==> src/sv/csp_pkg.sv <==
package csp_pkg;

    localparam int NW = 6;
    localparam int DVW = 19;
    localparam int FW = 17;
    localparam int FRAC = 13;

    localparam logic [NW-1:0] MAX_STEPS = 6'd63;
    localparam logic [NW-1:0] STEPS_RESET = 6'd16;
    localparam logic signed [15:0] TENSION_RESET = 16'sd0;
    localparam logic signed [FW-1:0] ONE_Q12 = 17'sd4096;

    localparam logic [0:0] CFG_TENSION = 1'b0;
    localparam logic [0:0] CFG_STEPS = 1'b1;

    localparam logic [1:0] WINDOW_FULL = 2'd3;

    typedef enum logic [2:0] {
        FR_IDLE,
        FR_TAN_A,
        FR_TAN_B,
        FR_COEF,
        FR_PUSH
    } front_state_t;

    typedef enum logic [2:0] {
        BK_IDLE,
        BK_N2,
        BK_N3,
        BK_MUL,
        BK_DIFF,
        BK_DIV,
        BK_DIV_WAIT,
        BK_RUN
    } back_state_t;

endpackage

==> src/sv/csp_front.sv <==
module csp_front #(
    parameter int COORD_WIDTH = 16
) (
    input  logic                          aclk,
    input  logic                          aresetn,
    input  logic                          in_valid,
    output logic                          in_ready,
    input  logic signed [COORD_WIDTH-1:0] point_x,
    input  logic signed [COORD_WIDTH-1:0] point_y,
    input  logic                          starts_curve,
    input  logic signed [15:0]            tension,
    input  logic [csp_pkg::NW-1:0]        steps,
    output logic                          job_push,
    input  logic                          job_full,
    output logic [2*(2*(COORD_WIDTH+8)+COORD_WIDTH+5+COORD_WIDTH)+csp_pkg::NW-1:0] job_data
);

    localparam int PW = COORD_WIDTH;
    localparam int DW = PW + 1;
    localparam int UW = PW + 5;
    localparam int CW = PW + 8;
    localparam int AXW = 2 * CW + UW + PW;
    localparam int JW = 2 * AXW + csp_pkg::NW;

    csp_pkg::front_state_t state_reg, state_next;

    logic [1:0]                   held_reg;
    logic signed [PW-1:0]         wx_reg [3];
    logic signed [PW-1:0]         wy_reg [3];
    logic signed [DW-1:0]         dx0_reg, dy0_reg, dx1_reg, dy1_reg;
    logic signed [PW-1:0]         p1x_reg, p2x_reg, p1y_reg, p2y_reg;
    logic signed [csp_pkg::FW-1:0] f_reg;
    logic [csp_pkg::NW-1:0]       n_reg;
    logic signed [UW-1:0]         ux1_reg, uy1_reg, ux2_reg, uy2_reg;
    logic [JW-1:0]                job_reg;
    logic [1:0]                   held_eff;
    logic                         accept;

    function automatic logic signed [UW-1:0] tangent(input logic signed [DW-1:0] d,
                                                     input logic signed [csp_pkg::FW-1:0] f);
        logic signed [DW+csp_pkg::FW-1:0] prod;
        prod = d * f;
        prod = prod + (DW + csp_pkg::FW)'(4096);
        return prod[DW+csp_pkg::FW-1:csp_pkg::FRAC];
    endfunction

    function automatic logic [AXW-1:0] coefs(input logic signed [PW-1:0] p1,
                                             input logic signed [UW-1:0] u1,
                                             input logic signed [PW-1:0] p2,
                                             input logic signed [UW-1:0] u2);
        logic signed [CW-1:0] e1, e2, v1, v2, dp, c0, c1;
        e1 = CW'(p1);
        e2 = CW'(p2);
        v1 = CW'(u1);
        v2 = CW'(u2);
        dp = e2 - e1;
        c0 = (e1 <<< 1) + v1 - (e2 <<< 1) + v2;
        c1 = dp + (dp <<< 1) - (v1 <<< 1) - v2;
        return {p1, u1, c1, c0};
    endfunction

    assign in_ready = (state_reg == csp_pkg::FR_IDLE);
    assign accept   = in_valid && in_ready;
    assign job_push = (state_reg == csp_pkg::FR_PUSH) && !job_full;
    assign job_data = job_reg;
    assign held_eff = starts_curve ? 2'd0 : held_reg;

    always_comb begin
        state_next = state_reg;
        unique case (state_reg)
            csp_pkg::FR_IDLE: begin
                if (accept && held_eff == csp_pkg::WINDOW_FULL) begin
                    state_next = csp_pkg::FR_TAN_A;
                end
            end
            csp_pkg::FR_TAN_A: state_next = csp_pkg::FR_TAN_B;
            csp_pkg::FR_TAN_B: state_next = csp_pkg::FR_COEF;
            csp_pkg::FR_COEF:  state_next = csp_pkg::FR_PUSH;
            csp_pkg::FR_PUSH: begin
                if (!job_full) begin
                    state_next = csp_pkg::FR_IDLE;
                end
            end
            default: state_next = csp_pkg::FR_IDLE;
        endcase
    end

    always_ff @(posedge aclk) begin
        if (!aresetn) begin
            state_reg <= csp_pkg::FR_IDLE;
            held_reg  <= 2'd0;
            for (int i = 0; i < 3; i++) begin
                wx_reg[i] <= '0;
                wy_reg[i] <= '0;
            end
        end else begin
            state_reg <= state_next;
            if (accept) begin
                if (held_eff != csp_pkg::WINDOW_FULL) begin
                    wx_reg[held_eff] <= point_x;
                    wy_reg[held_eff] <= point_y;
                    held_reg         <= held_eff + 2'd1;
                end else begin
                    wx_reg[0] <= wx_reg[1];
                    wx_reg[1] <= wx_reg[2];
                    wx_reg[2] <= point_x;
                    wy_reg[0] <= wy_reg[1];
                    wy_reg[1] <= wy_reg[2];
                    wy_reg[2] <= point_y;
                    held_reg  <= held_eff;
                end
            end
        end
    end

    always_ff @(posedge aclk) begin
        case (state_reg)
            csp_pkg::FR_IDLE: begin
                if (accept) begin
                    dx0_reg <= DW'(wx_reg[2]) - DW'(wx_reg[0]);
                    dy0_reg <= DW'(wy_reg[2]) - DW'(wy_reg[0]);
                    dx1_reg <= DW'(point_x) - DW'(wx_reg[1]);
                    dy1_reg <= DW'(point_y) - DW'(wy_reg[1]);
                    p1x_reg <= wx_reg[1];
                    p2x_reg <= wx_reg[2];
                    p1y_reg <= wy_reg[1];
                    p2y_reg <= wy_reg[2];
                    f_reg   <= csp_pkg::ONE_Q12 - csp_pkg::FW'(tension);
                    if (steps == '0) begin
                        n_reg <= csp_pkg::NW'(1);
                    end else if (steps > csp_pkg::MAX_STEPS) begin
                        n_reg <= csp_pkg::MAX_STEPS;
                    end else begin
                        n_reg <= steps;
                    end
                end
            end
            csp_pkg::FR_TAN_A: begin
                ux1_reg <= tangent(dx0_reg, f_reg);
                uy1_reg <= tangent(dy0_reg, f_reg);
            end
            csp_pkg::FR_TAN_B: begin
                ux2_reg <= tangent(dx1_reg, f_reg);
                uy2_reg <= tangent(dy1_reg, f_reg);
            end
            csp_pkg::FR_COEF: begin
                job_reg <= {n_reg,
                            coefs(p1y_reg, uy1_reg, p2y_reg, uy2_reg),
                            coefs(p1x_reg, ux1_reg, p2x_reg, ux2_reg)};
            end
            default: ;
        endcase
    end

endmodule

==> config.mk <==
export PLATFORM = sky130hd
export DESIGN_NAME = csp_front
export DESIGN_NICKNAME = d
export VERILOG_FILES = /design/src/sv/csp_pkg.sv /design/src/sv/csp_front.sv
export SDC_FILE = /design/constraint.sdc
export NUM_CORES = 2
export LEC_CHECK = 0
export BUFFER_PORTS_ARGS = -buffer_cell sky130_fd_sc_hd__clkbuf_2
export CAP_MARGIN = 20
export CELL_PAD_IN_SITES_DETAIL_PLACEMENT = 0
export CELL_PAD_IN_SITES_GLOBAL_PLACEMENT = 1
export CORE_UTILIZATION = 52
export CTS_CLUSTER_DIAMETER = 100
export CTS_CLUSTER_SIZE = 10
export DETAILED_ROUTE_END_ITERATION = 8
export PLACE_DENSITY = 0.91
export SETUP_SLACK_MARGIN = 0.1
export SLEW_MARGIN = 20
export SYNTH_ARGS = -nofsm -noshare
export SYNTH_HDL_FRONTEND = slang
export SYNTH_SLANG_ARGS = --single-unit
export TNS_END_PERCENT = 30
==> constraint.sdc <==
create_clock -name aclk -period 9.8 [get_ports aclk]
set_input_delay 1.47 -clock aclk [delete_from_list [all_inputs] [get_ports aclk]]
set_output_delay 1.47 -clock aclk [all_outputs]
set_load 0.02 [all_outputs]
* Yosys cells after proc, flatten, opt, wreduce, memory -nomap -nowiden
Memories as Yosys holds them, arrays and structs flattened.
Cells that the tools add are included.
** Word-level totals
- Bits in registers :: 420
- Bits in writable memories :: 96
- Bits of input ports :: 59
- Output and inout port bits :: 178
- Word-level logic and storage cells :: 101
- Memories :: 2
** Operators by class
- Add/subtract/negate cells :: 24
- Multiply operators :: 4
- Magnitude comparators :: 1
- Equal/unequal tests :: 8
- Multiplexer cells :: 27
- Bitwise operators :: 6
- Reductions and logical operators :: 11
** Memory list
- wx_reg :: words 3, bits a word 16, rd ports 3, clocked after Yosys merged registers in 0, wr ports 3, line csp_front.sv:28 : logic signed [PW-1:0] wx_reg [3];
- wy_reg :: words 3, bits a word 16, rd ports 3, clocked after Yosys merged registers in 0, wr ports 3, line csp_front.sv:29 : logic signed [PW-1:0] wy_reg [3];
** Operators by type and width (count)
- $add A34 B14 Y34 const B :: 4
- $mul A17 B17 Y34 :: 4
- $mux W16 :: 8
- $sub A16 B16 Y17 :: 6
- $add A23 B21 Y24 :: 2
- $sub A23 B21 Y24 :: 2
- $sub A19 B22 Y23 :: 2
- $sub A22 B17 Y23 :: 2
- $add A17 B21 Y22 :: 2
- $add A17 B18 Y19 :: 2
- $reduce_or A16 Y1 :: 2
- $sub A14 B16 Y17 const A :: 1
- $pmux W3 S5 :: 1
- $mux W1 :: 11
- $mux W2 :: 4
- $eq A3 B2 Y1 const B :: 2
- $gt A6 B6 Y1 const B :: 1
- $logic_not A6 Y1 :: 1
- $mux W3 :: 2
- $mux W6 :: 1
- $or A1 B1 Y1 :: 6
- $ne A2 B2 Y1 const B :: 2
- $reduce_and A2 Y1 :: 2
- $eq A3 B1 Y1 const B :: 1
- 8 further kinds :: 10

* Depth between registers and ports, before layout
- Depth after elaboration :: 8
- Gate-level depth with buffers :: 27
- Gate-level depth less buffers :: 27

* Worst setup path before layout
No wires, ideal clock.
- Kind :: input -> register
- Start point :: input port in_valid
- End point :: memory wx_reg[1][0] (netlist name) (enable)
- Setup time :: 466 ps
- Arrival :: 8699 ps
- Path slack :: 635 ps
- Stages on the path :: 4
- Buffers on the path :: 1
- Path through :: and2_1 > clkbuf_1 > nand2_1 > o21ai_0
** RTL lines
- start: declaration :: line csp_front.sv:6 : input logic in_valid,
- end: declaration :: line csp_front.sv:28

* Final worst setup path
- Start point :: register f_reg[7] (netlist name)
- End point :: register uy1_reg[19], data pin
** On the way
- Longest elaborated chain between the ends :: 2
** Ends and longest elaborated chain
- start: declaration :: line csp_front.sv:32 : logic signed [csp_pkg::FW-1:0] f_reg;
- start signal: assignment :: line csp_front.sv:128 : f_reg <= csp_pkg::ONE_Q12 - csp_pkg::FW'(tension);
- $mul A17 B17 Y34 :: line csp_front.sv:42 : prod = d * f;
- $add A34 B14 Y34 :: line csp_front.sv:43 : prod = prod + (DW + csp_pkg::FW)'(4096);
- end signal: assignment :: line csp_front.sv:140 : uy1_reg <= tangent(dy0_reg, f_reg);
- end: declaration :: line csp_front.sv:34 : logic signed [UW-1:0] ux1_reg, uy1_reg, ux2_reg, uy2_reg;
Every way passes these cells.
A chain may end at the register's enable or synchronous reset.

==> flow_summary_export.csv <==
group,metric,value,unit
global_routing,grt_antenna_before_repair,3,
layout,drive_gt1_share,5.62,%
timing,finalHoldViolCount,0,
logic_synthesis,synth_area_leaders,"fa_1, edfxtp_1, ha_1",
logic_synthesis,synth-seq-area-share,21.9,%
timing,rsz0062_at_grt,"no",
worst_setup_path,worstSetupEndpointType,"flip-flop",
logic_synthesis,synth-compound-area-share,5.59,%
worst_setup_path,critical_path.cell_chain,"and2_1 -> fa_1 -> inv_1 -> fa_1 -> fa_1 -> fa_1 -> inv_1 -> fa_1 -> inv_1 -> fa_1 -> inv_1 -> ha_1 -> a21oi_1 -> o221a_2 -> nand2_1 -> a21oi_1 -> nor3_1 -> o311ai_0 -> o21ai_0 -> a21oi_1 -> o21ai_0 -> xor2_1",
logic_synthesis,async_reset_ff_share,0,%
timing,fin_crit,8.10,ns
timing,max_freq,123,MHz
logic_synthesis,synth_top_family_by_area,"adder cells",
route,ant_nets,0,
floorplan,dieArea,0.137,mm2
layout,largest_reg_flops,176,
worst_setup_path,cp_max_fo,26,
floorplan,start_util,52.7,%
worst_setup_path,crit_top_cell,"fa_1",
clock_tree,cts_tree,"built",
logic_synthesis,synthesis.instances,6781,
placed_design,portBuffers,236,
route,num_vias,47100,
placed_design,dp_hpwl,132,mm
worst_setup_path,startpoint_type,"flip-flop",
min_path,min_path_type,"flip-flop to flip-flop",
global_routing,grt_pass1_wl,271,mm
logic_synthesis,synth_flop_cell,"edfxtp_1",
placed_design,gp_congestion,0.920,
route,wl,166,mm
layout,syn2layout_area_growth,6.66,%
route,wl_per_cell,19.1,um
layout,nets,8853,
logic_synthesis,synthXorXnorAreaFrac,3.24,%
logic_synthesis,synth_edf_count,511,
global_routing,grt_usage,25.3,%
logic_synthesis,ys_ff_latch,516,
floorplan,core_area,0.134,mm2
global_routing,grt_max_degree,75,
worst_setup_path,required,10.19,ns
floorplan,die_w,371,um
logic_synthesis,synth-simple-area-share,12.2,%
clock_tree,hold_buffers,0,
logic_synthesis,postSynthAreaPerCell,10.4,um2
worst_setup_path,worstSetupPathType,"flip-flop to flip-flop",
worst_setup_path,max_stage_delay,1.12,ns
logic_synthesis,synth.distinct_cells,71,
timing,worst_slew_pin_slew,1.32,ns
global_routing,grt-ovfl-total,0,
logic_synthesis,synthAdderAreaFrac,47.4,%
clock_tree,cts_buffer_depth,3,
logic_synthesis,synth_common_cells,"inv_1, fa_1, nand2_1",
floorplan,die_h,371,um
logic_synthesis,synth_area,0.0707,mm2
clock_tree,numCtsBuffers,59,
clock_tree,clk_pin_slew_worst_paths,0.07,ns
timing,maxSlewViolCount,0,
global_routing,grt_pass1_vias,51500,
worst_setup_path,path_delay_family,"adder cells",
logic_synthesis,yosysTopAreaCell,"fa_1",
route,first_iter_violations,2836,
route,drt_first_pass_iters,5,
worst_setup_path,path_buf_inv,4,
timing,finalCritPeriodShare,82.7,%
timing,relSlewSlack,11.0,%
timing,setup_viol,0,
timing,skew,0.0499,ns
logic_synthesis,yosysTopAreaCellShare,38.1,%
clock_tree,clock_latency,0.69,ns
route,viasPerCell,5.41,
logic_synthesis,yosysMostFrequentCell,"inv_1",
worst_setup_path,crit_slowest_cell,"o311ai_0",
floorplan,ios,237,
clock_tree,cts_root_buf,"clkbuf_16",
worst_setup_path,arrival,8.49,ns
run,maxCapViolations,0,
timing,fin_tns_setup,0,ns
logic_synthesis,synth_fp_nets,8713,
floorplan,rows,134,
clock_tree,cts.sinks,516,
run_status,status,"finished, final reports clean",
clock_tree,cts_resized,0,
logic_synthesis,ys_warn_count,0,
logic_synthesis,muxShareOfSynthArea,0.0283,%
clock_tree,postCtsSetupRepairBufs,0,
clock_tree,htree_levels,2,
route,drc,0,
-- final cells by class --
cell class | instances | area [um2]
multi-input combinational | 4448 | 48400
sequential | 516 | 15400
timing repair buffer | 294 | 1660
antenna | 3 | 7.51
clock inverter | 8 | 90.1
tap | 1768 | 2210
fill | 11300 | 58800
inverter | 1602 | 6010
clock buffer | 69 | 1510
-- through the flow --
step | util (%) | area, um2 | setup WS, ns | hold WS [ns] | instances
floorplan | - | 70700 | 0.635 | 0.400 | 6781
global placement | 55.0 | 73700 | 1.98 | 0.401 | 8628
detailed placement | 55.0 | 73700 | 1.88 | 0.406 | 8628
CTS | 56.2 | 75300 | 1.89 | 0.420 | 8705
global route | 56.2 | 75400 | 1.38 | 0.430 | 8706
finish | 56.2 | 75400 | 1.70 | 0.415 | 8708
-- cell families after synthesis --
group,after synthesis
multiplexers,2
flip-flops,516
XOR/XNOR,261
AND/OR/NAND/NOR,1737
adder cells (fa/ha/maj),1873
AO/OA/AOI/OAI,575
buffers and inverters,1817
-- layout by cell type (no fill, tap or decap), drive strengths merged, types with 15 or more instances in the layout --
master  count
and3       54
fa       1343
o21a       44
o21ai      87
buf        58
or3        15
nor2      242
a211oi     19
nor2b      41
nand2     615
clkbuf    305
a22o       66
nand2b     37
inv      1604
xor2       61
o21bai     23
a21oi     151
a21boi     21
and2      575
a21o       45
edfxtp    511
nand3      49
nor3       65
xnor2     200
ha        530
-- path summary, 6_finish.rpt --
kind	startpoint	endpoint	slack [ns]	cells after the start
worst max-delay path	f_reg[7]$_DFFE_PP_	uy1_reg[19]$_DFFE_PP_	1.70	22
worst min register to register	n_reg[4]$_SDFFCE_PP0P_	job_data[174]$_DFFE_PP_	0.41	0
worst min-delay path	n_reg[4]$_SDFFCE_PP0P_	job_data[174]$_DFFE_PP_	0.41	0
worst max register to register	f_reg[7]$_DFFE_PP_	uy1_reg[19]$_DFFE_PP_	1.70	22
-- metal layers --
metal / GRT usage [%] / part of all wire, %
met5: 0 / 0.0078
met2: 44.5 / 51
met3: 2.92 / 6.2
met1: 31.3 / 38
met4: 11.0 / 4.7
Power is left out: the tool's default activity adds up to more than one toggle a clock period on the data nets, which glitch-free logic cannot reach.
