===== config.mk =====
export PLATFORM = sky130hd
export DESIGN_NAME = csp_fifo
export DESIGN_NICKNAME = d
export VERILOG_FILES = /design/src/sv/csp_fifo.sv
export SDC_FILE = /design/constraint.sdc
export NUM_CORES = 1
export LEC_CHECK = 0
export BUFFER_PORTS_ARGS = -buffer_cell sky130_fd_sc_hd__buf_4
export CAP_MARGIN = 20
export CORE_MARGIN = 5
export CORE_UTILIZATION = 52
export DETAILED_ROUTE_END_ITERATION = 7
export PLACE_DENSITY_LB_ADDON = 0.1
export SYNTH_ARGS = -nofsm -noshare
export SYNTH_HDL_FRONTEND = slang
export SYNTH_SLANG_ARGS = --single-unit

===== constraint.sdc =====
create_clock -name aclk -period 2.5 [get_ports aclk]
set_input_delay 0.375 -clock aclk [delete_from_list [all_inputs] [get_ports aclk]]
set_output_delay 0.375 -clock aclk [all_outputs]
set_load 0.02 [all_outputs]

===== src/sv/csp_fifo.sv =====
module csp_fifo #(
    parameter int W = 8
) (
    input  logic         aclk,
    input  logic         aresetn,
    input  logic         push,
    input  logic [W-1:0] wr_data,
    input  logic         pop,
    output logic [W-1:0] rd_data,
    output logic         full,
    output logic         empty
);

    logic [W-1:0] mem_reg [2];
    logic         wptr_reg, wptr_next;
    logic         rptr_reg, rptr_next;
    logic [1:0]   cnt_reg, cnt_next;

    assign full    = (cnt_reg == 2'd2);
    assign empty   = (cnt_reg == 2'd0);
    assign rd_data = mem_reg[rptr_reg];

    always_comb begin
        wptr_next = wptr_reg;
        rptr_next = rptr_reg;
        cnt_next  = cnt_reg;
        if (push && !full) begin
            wptr_next = ~wptr_reg;
        end
        if (pop && !empty) begin
            rptr_next = ~rptr_reg;
        end
        if ((push && !full) && !(pop && !empty)) begin
            cnt_next = cnt_reg + 2'd1;
        end else if (!(push && !full) && (pop && !empty)) begin
            cnt_next = cnt_reg - 2'd1;
        end
    end

    always_ff @(posedge aclk) begin
        if (!aresetn) begin
            wptr_reg <= 1'b0;
            rptr_reg <= 1'b0;
            cnt_reg  <= 2'd0;
        end else begin
            wptr_reg <= wptr_next;
            rptr_reg <= rptr_next;
            cnt_reg  <= cnt_next;
        end
    end

    always_ff @(posedge aclk) begin
        if (push && !full) begin
            mem_reg[wptr_reg] <= wr_data;
        end
    end

endmodule


* After elaboration in Yosys (flattened, before gate mapping) *
Memories as Yosys holds them, arrays and structs flattened. A register that Yosys moved wholly into a read port is not among the register bits.
Cells that the tools add are included.

storage, ports and cells
  output and inout port bits = 10
  register bits after elaboration = 4
  memories kept = 1
  bits in writable memories = 16

memories
  name     words  width  read ports  clocked after memory_dff  wr ports  RTL line  text
  mem_reg  2      8      1           1                         1         14        logic [W-1:0] mem_reg [2];

operators by class
  add/sub/neg operators = 2
  equal/unequal tests = 1
  bitwise gates (word level) = 2
  muxes and demuxes = 6
  reductions and logical operators = 10

operator list
  kind                                              count
  logical AND 1 bit                                 4
  zero test 1 bit                                   4
  2-to-1 mux 1 bit                                  4
  2-to-1 mux 2 bit                                  2
  adder 2 x 1 -> 2 bit, second input constant       1
  equality test 2 bit, second input constant        1
  zero test 2 bit                                   1
  inverter 1 bit                                    2
  nonzero test 2 bit                                1
  subtractor 2 x 1 -> 2 bit, second input constant  1

* Depth between registers and ports, before layout *
Gate-level depths: netlist of run 1.

  depth after elaboration = 7
  mapped depth = 7

* Worst setup path before layout of run 1 *
OpenSTA, ideal clock, no wires.

  path kind = flip-flop to flip-flop
  start point = register cnt_reg[0]
  end point = register cnt_reg[1]
  arrival = 1.529 ns
  path buffers = 0
  cell stages (with the launch flop) = 7
  required time = 2.430 ns
  slack = 0.902 ns
  path through = dfxtp_1 nand2b_1 inv_1 nor2_1 ha_1 or3_1 a21oi_1

between the ends
  cells in the longest elaborated chain, start to end = 6

RTL lines
  element                       RTL line  text
  from (decl)                   17        logic [1:0] cnt_reg, cnt_next;
  from (signal assigned)        48        cnt_reg <= cnt_next;
  equality test 2 bit *         19        assign full = (cnt_reg == 2'd2);
  named net full                10        output logic full,
  zero test 1 bit *             33, 35
  logical AND 1 bit *           33, 35
  zero test 1 bit               35        end else if (!(push && !full) && (pop && !empty)) begin
  logical AND 1 bit             35
  nonzero test 2 bit (no line)  -

Mark *: on every way through the listed nets, which the timed path passes. The rest lies on a longest branch. The select of a mux whose other input is x is not followed.
A chain may end at the register's enable or synchronous reset.

==> summary.md, run 1 <==
| Metric | Value |
|---|---|
| Status | complete, no violations |
| Final period util | 70.36% |
| Post-synthesis sequential area ratio | 72.27% |
| CTS resizes | 0 |
| Largest net degree at the start of global routing | 12 |
| Clk buf depth | 2 |
| GP Congestion | 0.6675 |
| Dpl ws | 0.9141 ns |
| Layout Cells excl Fill | 91 |
| FP Rows | 14 |
| Vias in the first global route | 458 |
| Post-layout min period | 1.759 ns |
| Pwr Density | 1001 nW/um^2 |
| CP startpoint kind | register |
| Post-synth EDFFs | 16 |
| Comb power frac | 35.9% |
| Drt initial violations | 3 |
| Most common cell in the netlist | edfxtp_1 |
| #FFs+latches synth | 21 |
| Crit Path Class | reg2out |
| Async S/R FF share, synth | 0% |
| Total of warnings raised by yosys | 0 |
| WL/cell | 13.29 um |
| Area leader, netlist | edfxtp_1 |
| Global-route wire length before repair | 1987 um |
| Final Hold Fails | 0 |
| Top-area cell type share of the netlist area | 59.81% |
| Peak VDD IR | 602.5 uV |
| Pleak | 0.4061 nW |
| DR vias/cell | 5.077 |
| Root Driver | clkbuf_4 |
| Int Pwr | 0.6823 mW |
| DRC Markers | 0 |
| Endpoints failing setup | 0 |
| Tot GR Track Use | 10.93% |
| Area growth, synth to finish | 24.77% |
| Htree depth | 1 |
| Critical Path Max Stage Delay | 0.55 ns |
| Antenna Nets Post-Route | 0 |
| Flop pwr share | 48.9% |
| Initial DRT Pass Iterations | 3 |
| Clock transition at the registers of the reported paths | 0.10 ns |
| Worst-path fanout max | 8 |
| Layout fillers | 115 |
| Worst slew pin tran | 0.7155 ns |
| Routed WL | 1209 um |
| Cts hold-fix bufs | 0 |
| IO Pins | 22 |
| Port buffer count | 21 |
| Cells after Synth | 51 |
| Die area | 2431 sq um |
| Via count | 462 |
| Global route overflow | 0 |
| Sw Ratio | 31.99% |
| Total CTS buffers | 3 |
| WP buf/inv | 1 |
| CTS Sinks | 21 |
| Initial core utilization | 53.95% |
| Psw | 0.3209 mW |
| Clock share of power | 15.1% |
| Most frequent cells after synthesis | edfxtp_1, mux2_2, dfxtp_1, nor2_1 |
| Critical Path RT | 2.12 ns |
| Final Max Tran Viols | 0 |
| Synth Net Count | 64 |
| Antenna diode count | 0 |
| TNS Setup | 0 ns |
| Worst path top cell family by delay | flip-flops |
| Crit path cell chain | mux2_2 > buf_4 |
| RSZ-0062 raised after global routing | no |
| CTS tree | yes |
| Final WS setup | 0.7411 ns |
| Fraction of final layout cells sized beyond drive strength 1 | 44.00% |
| Max-slew headroom | 52.04% |
| Setup bufs post-CTS | 0 |
| Chip height | 49.31 um |
| Arr. time, crit path | 1.38 ns |
| Netlist cell types | 16 |
| Synth Area per Inst | 15.75 sq um |
| Initial antenna violation count | 0 |
| Largest cells by area after synthesis | edfxtp_1, dfxtp_1, mux2_2 |
| Core footprint | 1489 sq um |
| Nets@finish | 89 |
| Worst hold path class | in2reg |
| CP endpoint kind | output port |
| Worst skew pair latency | 0.29 ns |
| Worst Clk Skew | 0.004791 ns |
| Synth Cell Area | 803.3 sq um |
| Main synth FF type | edfxtp_1 |
| Max Cap Viol | 0 |
| Die width | 49.31 um |
| Critical path's slowest cell | dfxtp_1 |
| Max FFs per register | 16 |
| Maximum clock rate | 568.5 MHz |
| Placed Cells | 87 |
-- kinds of logic after synthesis --
| group | Yosys count | synth area share [%] |
|---|---|---|
| simple gates | 9 | 5.921 |
| fa+ha+maj | 1 | 1.557 |
| buf+inv | 4 | 2.024 |
| xor+xnor | 3 | 3.272 |
| compound gates | 5 | 3.738 |
| flops | 21 | 72.27 |
| mux | 8 | 11.22 |
-- cell type report --
class	count	area, sq um	area share [%]
well taps	16	20.02	1.998
multi-input cells	26	206.4	20.60
inverters	3	11.26	1.124
repair buffers	21	157.7	15.73
clock buffers	4	26.28	2.622
flip-flops and latches	21	580.6	57.93
-- worst paths after layout --
kind / startpoint / to / slack (ns) / depth (start not counted)
hold / removal: wr_data[3] / mem_reg[1][3]$_DFFE_PP_ / 0.26 / 1
setup reg to reg: cnt_reg[0]$_SDFFE_PN0P_ / cnt_reg[1]$_SDFFE_PN0P_ / 0.94 / 6
setup / recovery: register / rd_data[7] / 0.74 / 2
hold reg to reg: rptr_reg$_SDFFE_PN0P_ / rptr_reg$_SDFFE_PN0P_ / 0.53 / 2
-- layout by cell type, fill, tap and decap left out --
cell type	n
ha_1	1
clkbuf_4	3
nor2_1	5
a21boi_0	1
a21oi_1	1
or3_1	1
clkbuf_1	1
o21ai_0	2
edfxtp_1	16
buf_4	21
nand2b_1	1
xor2_1	3
inv_1	3
dfxtp_1	5
nor3_2	1
and3_1	1
o21a_1	1
mux2_2	8
-- power by group through the flow --
stage / registers, mW / clock network, mW / logic (mW)
3_5_place_dp: 0.501 / 0 / 0.365
3_3_place_gp: 0.497 / 0 / 0.361
4_1_cts: 0.493 / 0.161 / 0.366
6_report: 0.491 / 0.152 / 0.360
5_1_grt: 0.502 / 0.181 / 0.396
2_1_floorplan: 0.475 / 0 / 0.256
-- per-layer routing --
metal	global-route usage (%)	share of wire (%)	vias to the layer above
li1	-	-	232
met1	11.44	40	215
met2	17.38	51	13
met3	5.199	8.8	2
met4	6.726	0.66	0
met5	0	0	-
-- through the flow --
step	cell area [sq um]	hold slack (ns)	util [%]	total power, mW
after floorplan	803.3	0.4725	-	0.7306
after global placement	975.9	0.4899	65.55	0.8581
after detailed placement	975.9	0.5012	65.55	0.8654
after CTS	1002	0.2455	67.31	1.020
after global routing	1002	0.2312	67.31	1.079
final	1002	0.2589	67.31	1.003
(Power assumes the default switching activity.)
==> run 2, diff against run 1 <==
CORE_UTILIZATION = 49   (was 52)
clock period = 1.66 ns   (was 2.5 ns; I/O delays follow)
==> summary.md, run 2 (synthesis gave the netlist of run 1 again) <==
| Metric | Value |
|---|---|
| Worst hold path class | in2reg (unchanged) |
| Most common cell after layout, fill and taps aside | buf_4 (unchanged) |
| Crit path cell chain | nand2b_1 > inv_2 > nor2_1 > ha_1 > or3_1 > a21oi_1 (was mux2_2 > buf_4) |
| Htree depth | 1 (unchanged) |
| Core footprint | 1524 sq um (was 1489 sq um) |
| Max Cap Viol | 0 (unchanged) |
| Critical Path Max Stage Delay | 0.37 ns (was 0.55 ns) |
| Dpl hpwl | 975.8 um |
| Register area | 583.1 sq um (was 580.6 sq um) |
| Maximum clock rate | 651.8 MHz |
| Comb power frac | 37.4% (was 35.9%) |
| Arr. time, crit path | 1.77 ns (was 1.38 ns) |
| Final Hold Fails | 0 (unchanged) |
| Most frequent cells in the layout | buf_4, edfxtp_1, mux2_2 (unchanged) |
| Status | complete, no violations (unchanged) |
| Crit Path Class | reg2reg (was reg2out) |
| GP Congestion | 0.6563 (was 0.6675) |
| Pleak | 0.4189 nW (was 0.4061 nW) |
| CP startpoint kind | register (unchanged) |
| Die width | 50.49 um (was 49.31 um) |
| Initial antenna violation count | 0 (unchanged) |
| Setup bufs post-CTS | 0 (unchanged) |
| CTS Sinks | 21 (unchanged) |
| Endpoints failing setup | 0 (unchanged) |
| Tot GR Track Use | 11.47% (was 10.93%) |
| Post-layout min period | 1.534 ns |
| DR vias/cell | 5.064 (was 5.077) |
| WP buf/inv | 1 (unchanged) |
| Final period util | 92.42% |
| Drt initial violations | 2 (was 3) |
| TNS Setup | 0 ns (unchanged) |
| Global route overflow | 0 (unchanged) |
| Worst path top cell family by delay | simple AND/OR/NAND/NOR gates (was flip-flops) |
| Antenna diode count | 0 (unchanged) |
| Critical path's slowest cell | or3_1 (was dfxtp_1) |
| Fraction of final layout cells sized beyond drive strength 1 | 50.00% (was 44.00%) |
| Initial DRT Pass Iterations | 2 (was 3) |
| CP endpoint kind | register (was output port) |
| Final core utilization | 67.41% (was 67.31%) |
| Die area | 2549 sq um (was 2431 sq um) |
| Global-route wire length before repair | 2263 um (was 1987 um) |
| Port buffer count | 21 (unchanged) |
| Int Pwr | 1.058 mW (was 0.6823 mW) |
| Clk buf depth | 2 (unchanged) |
| Nets@finish | 92 (was 89) |
| Pwr Density | 1517 nW/um^2 (was 1001 nW/um^2) |
| RSZ-0062 raised after global routing | no (unchanged) |
| Worst skew pair latency | 0.29 ns (about the same) |
| Peak VDD IR | 807.2 uV (was 602.5 uV) |
| Final Max Tran Viols | 0 (unchanged) |
| Max FFs per register | 16 (unchanged) |
| Antenna Nets Post-Route | 0 (unchanged) |
| Vias in the first global route | 506 (was 458) |
| Multi-input gate area in the final layout | 206.4 sq um (unchanged) |
| IO Pins | 22 (unchanged) |
| Initial core utilization | 52.71% (was 53.95%) |
| Clock share of power | 15.0% (was 15.1%) |
| Sw Ratio | 32.08% (was 31.99%) |
| DRC Markers | 0 (unchanged) |
| Critical Path RT | 1.90 ns (was 2.12 ns) |
| Via count | 476 (was 462) |
| Largest net degree at the start of global routing | 12 (unchanged) |
| Worst Clk Skew | 0.009074 ns (was 0.004791 ns) |
| Area growth, synth to finish | 27.88% (was 24.77%) |
| CTS tree | yes (unchanged) |
| Total CTS buffers | 3 (unchanged) |
| Worst slew pin tran | 0.3879 ns (was 0.7155 ns) |
| Worst-path fanout max | 5 (was 8) |
| Layout fillers | 126 (was 115) |
| Psw | 0.4999 mW (was 0.3209 mW) |
| Clock transition at the registers of the reported paths | 0.11 ns (was 0.10 ns) |
| Flop pwr share | 47.6% (was 48.9%) |
| WL/cell | 13.37 um (was 13.29 um) |
| Cts hold-fix bufs | 0 (unchanged) |
| Max-slew headroom | 74.14% (was 52.04%) |
| FP Rows | 14 (unchanged) |
| Chip height | 50.49 um (was 49.31 um) |
| Routed WL | 1257 um (was 1209 um) |
| Root Driver | clkbuf_4 (unchanged) |
-- run 2: timing repair --
| action | CTS | global route |
|---|---|---|
| pin swaps | 0 | 0 |
| setup endpoints to repair | 4 | 1 |
| resized for setup | 1 | 2 |
| cloned | 0 | 0 |
-- run 2: final cells by class --
| type | instances | area share [%] |
|---|---|---|
| inverters | 3 | 1.096 |
| flip-flops and latches | 21 | 56.76 |
| well taps | 16 | 1.949 |
| clock buffers | 4 | 2.558 |
| repair buffers | 24 | 17.54 |
| multi-input cells | 26 | 20.10 |
-- run 2: path summary, 6_finish.rpt --
kind                            cells past startpoint  slack [ns]                    start                 endpoint
worst max-delay path                                6        0.13  cnt_reg[0]$_SDFFE_PN0P_  cnt_reg[1]$_SDFFE_PN0P_
worst min-delay path                                1        0.13               wr_data[0]  mem_reg[1][0]$_DFFE_PP_
worst max register to register                      6        0.13  cnt_reg[0]$_SDFFE_PN0P_  cnt_reg[1]$_SDFFE_PN0P_
worst min register to register                      2        0.52    rptr_reg$_SDFFE_PN0P_    rptr_reg$_SDFFE_PN0P_
-- run 2: stage by stage --
step           instances  worst slack, ns  area [sq um]  power, mW  hold WS (ns)
4_1_cts               94          0.06662          1026      1.578        0.1249
5_1_grt               94         0.001433          1027      1.678        0.1020
3_3_place_gp          90           0.1426         998.5      1.322        0.4340
2_1_floorplan         51          0.06159         803.3      1.100        0.3479
3_5_place_dp          90          0.09912         998.5      1.339        0.4365
6_report              94           0.1258          1027      1.558        0.1338
-- run 2: per-layer routing --
metal | vias to the layer above | share of wire [%] | global-route usage [%] | wire length, um
met1 | 224 | 45 | 13.90 | 561
met4 | 0 | 0 | 3.830 | 0
met5 | - | 0 | 0 | 0
met3 | 0 | 5.8 | 4.142 | 73
met2 | 15 | 49 | 18.80 | 621
li1 | 237 | - | - | -
-- run 2: power groups by stage --
stage,registers [mW],logic [mW],clock network (mW)
final,0.742,0.583,0.233
after CTS,0.744,0.591,0.243
after global placement,0.748,0.574,0
after detailed placement,0.753,0.586,0
after floorplan,0.715,0.385,0
after global routing,0.758,0.643,0.277
==> run 3, diff against run 2 <==
RECOVER_POWER = 25   (was unset)
==> summary.md, run 3 (synthesis gave the netlist of run 1 again) <==
| Metric | Value |
|---|---|
| Status | complete, no violations (unchanged) |
| Post-layout min period | 1.534 ns (about the same) |
| Critical Path RT | 1.89 ns (was 1.90 ns) |
| Initial DRT Pass Iterations | 2 (unchanged) |
| Placed cell areas | 998.5 sq um (unchanged) |
| Nets@finish | 92 (unchanged) |
| Pleak | 0.4143 nW (was 0.4189 nW) |
| RR Endpoint | cnt_reg[1]$_SDFFE_PN0P_ (unchanged) |
| Max Cap Viol | 0 (unchanged) |
| Port buffer count | 21 (unchanged) |
| Arr. time, crit path | 1.77 ns (about the same) |
| Power, Total | 1.556 mW (was 1.558 mW) |
| Comb power frac | 37.4% (about the same) |
| Die width | 50.49 um (unchanged) |
| Maximum clock rate | 651.9 MHz (was 651.8 MHz) |
| RSZ-0062 raised after global routing | no (unchanged) |
| Multi-input gate area in the final layout | 206.4 sq um (unchanged) |
| CTS tree | yes (unchanged) |
| End point of the critical path | cnt_reg[1]$_SDFFE_PN0P_ (unchanged) |
| DR vias/cell | 5.085 (was 5.064) |
| Most frequent cells in the layout | buf_4, edfxtp_1, mux2_2, clkbuf_4, nor2_1 (was buf_4, edfxtp_1, mux2_2) |
| Initial antenna violation count | 0 (unchanged) |
| Via count | 478 (was 476) |
| Crit path cell chain | nand2b_1 > inv_2 > nor2_1 > ha_1 > or3_1 > a21oi_1 (unchanged) |
| Register area | 583.1 sq um (unchanged) |
| Worst hold margin | 0.1444 ns (was 0.1338 ns) |
| Htree depth | 1 (unchanged) |
| Reg2Reg Depth | 6 (unchanged) |
| Endpoints failing setup | 0 (unchanged) |
| Psw | 0.4991 mW (was 0.4999 mW) |
| CP startpoint kind | register (unchanged) |
| Final period util | 92.41% (was 92.42%) |
| Int Pwr | 1.057 mW (was 1.058 mW) |
| Total CTS buffers | 3 (unchanged) |
| Worst-path fanout max | 5 (unchanged) |
| Pwr Density | 1520 nW/um^2 (was 1517 nW/um^2) |
| Core footprint | 1524 sq um (unchanged) |
| Clock share of power | 14.9% (was 15.0%) |
| Final Max Tran Viols | 0 (unchanged) |
| WL/cell | 13.35 um (was 13.37 um) |
| Critical path's slowest cell | or3_1 (unchanged) |
| Sw Ratio | 32.08% (about the same) |
| Dpl ws | 0.09912 ns (unchanged) |
| CP endpoint kind | register (unchanged) |
| Fraction of final layout cells sized beyond drive strength 1 | 48.72% (was 50.00%) |
| Most common cell after layout, fill and taps aside | buf_4 (unchanged) |
| Vias in the first global route | 506 (unchanged) |
| CTS Sinks | 21 (unchanged) |
| Area growth, synth to finish | 27.41% (was 27.88%) |
| Antenna diode count | 0 (unchanged) |
| Dpl hpwl | 975.8 um (unchanged) |
| Clk buf depth | 2 (unchanged) |
| Design Area, Final | 1023 sq um (was 1027 sq um) |
| Max-slew headroom | 74.15% (was 74.14%) |
| Cts hold-fix bufs | 0 (unchanged) |
| Global route overflow | 0 (unchanged) |
| Clock transition at the registers of the reported paths | 0.11 ns (about the same) |
| FP Rows | 14 (unchanged) |
| TNS Setup | 0 ns (unchanged) |
| Critical Path Max Stage Delay | 0.37 ns (about the same) |
| Final WS setup | 0.1260 ns (was 0.1258 ns) |
| IO Pins | 22 (unchanged) |
| Peak VDD IR | 805.9 uV (was 807.2 uV) |
| Setup bufs post-CTS | 0 (unchanged) |
| Routed WL | 1255 um (was 1257 um) |
| Largest net degree at the start of global routing | 12 (unchanged) |
| Internal reg-to-reg setup slack | 0.13 ns (about the same) |
| Worst slew pin tran | 0.3878 ns (was 0.3879 ns) |
| Worst Clk Skew | 0.009084 ns (was 0.009074 ns) |
| Worst skew pair latency | 0.29 ns (about the same) |
| Worst hold path class | in2reg (unchanged) |
| Max FFs per register | 16 (unchanged) |
| GP Congestion | 0.6563 (unchanged) |
| Final Hold Fails | 0 (unchanged) |
| DRC Markers | 0 (unchanged) |
| Flop pwr share | 47.7% (was 47.6%) |
| Layout fillers | 125 (was 126) |
| Root Driver | clkbuf_4 (unchanged) |
| Die area | 2549 sq um (unchanged) |
| Worst setup path start | cnt_reg[0]$_SDFFE_PN0P_ (unchanged) |
| Tot GR Track Use | 11.47% (unchanged) |
| Global-route wire length before repair | 2263 um (unchanged) |
| Initial core utilization | 52.71% (unchanged) |
| Antenna Nets Post-Route | 0 (unchanged) |
| Crit Path Class | reg2reg (unchanged) |
| Chip height | 50.49 um (unchanged) |
| Drt initial violations | 2 (unchanged) |
| Reg2reg start | cnt_reg[0]$_SDFFE_PN0P_ (unchanged) |
run 3: changes by cell type in the layout (fill, tap and decap cells not counted), sizes merged:
cell,delta
clkbuf,+6
buf,-6
run 3: worst min-delay path by stage:
stage,startpoint,end,slack (ns),cells after the start
global placement,wr_data[4],mem_reg[0][4]$_DFFE_PP_,0.43,1
detailed placement,wr_data[4],mem_reg[0][4]$_DFFE_PP_,0.44,1
floorplan,wr_data[0],mem_reg[0][0]$_DFFE_PP_,0.35,0
CTS,wr_data[0],mem_reg[1][0]$_DFFE_PP_,0.12,1
global route,wr_data[3],mem_reg[0][3]$_DFFE_PP_,0.11,1
finish,wr_data[3],mem_reg[0][3]$_DFFE_PP_,0.14,1
run 3: layout make-up:
class | instances | share of cell area, %
well taps | 16 | 1.956
clock buffers | 4 | 2.567
repair buffers | 24 | 17.24
inverters | 3 | 1.100
flip-flops and latches | 21 | 56.97
multi-input cells | 26 | 20.17
run 3: power groups by stage:
stage	Sequential, mW	Clock [mW]	Combinational, mW
global placement	0.748	0	0.574
global route	0.758	0.277	0.642
CTS	0.744	0.243	0.591
finish	0.742	0.232	0.581
floorplan	0.715	0	0.385
detailed placement	0.753	0	0.586
run 3: per-layer routing:
metal  GRT usage, %  share of wire [%]
met1          13.90                 44
met2          18.80                 50
met3          4.142                5.8
met4          3.830                  0
met5              0                  0
run 3: through the flow:
stage | utilization [%] | cells
4_1_cts | 67.32 | 94
5_1_grt | 67.16 | 94
6_report | 67.16 | 94
2_1_floorplan | - | 51
3_5_place_dp | 65.52 | 90
3_3_place_gp | 65.52 | 90
run 3: repair_timing:
action / 4_1_cts / 5_1_grt
setup endpoints to repair: 4 / 1
cloned: 0 / 0
resized for setup: 1 / 2
run 3: critical path: cells and delay by family (launching register included):
family | cells | cell delay [ns]
AO/OA/AOI/OAI | 1 | 0.14
adder cells (fa/ha/maj) | 1 | 0.31
flip-flops | 1 | 0.36
AND/OR/NAND/NOR | 3 | 0.59
buffers and inverters | 1 | 0.08
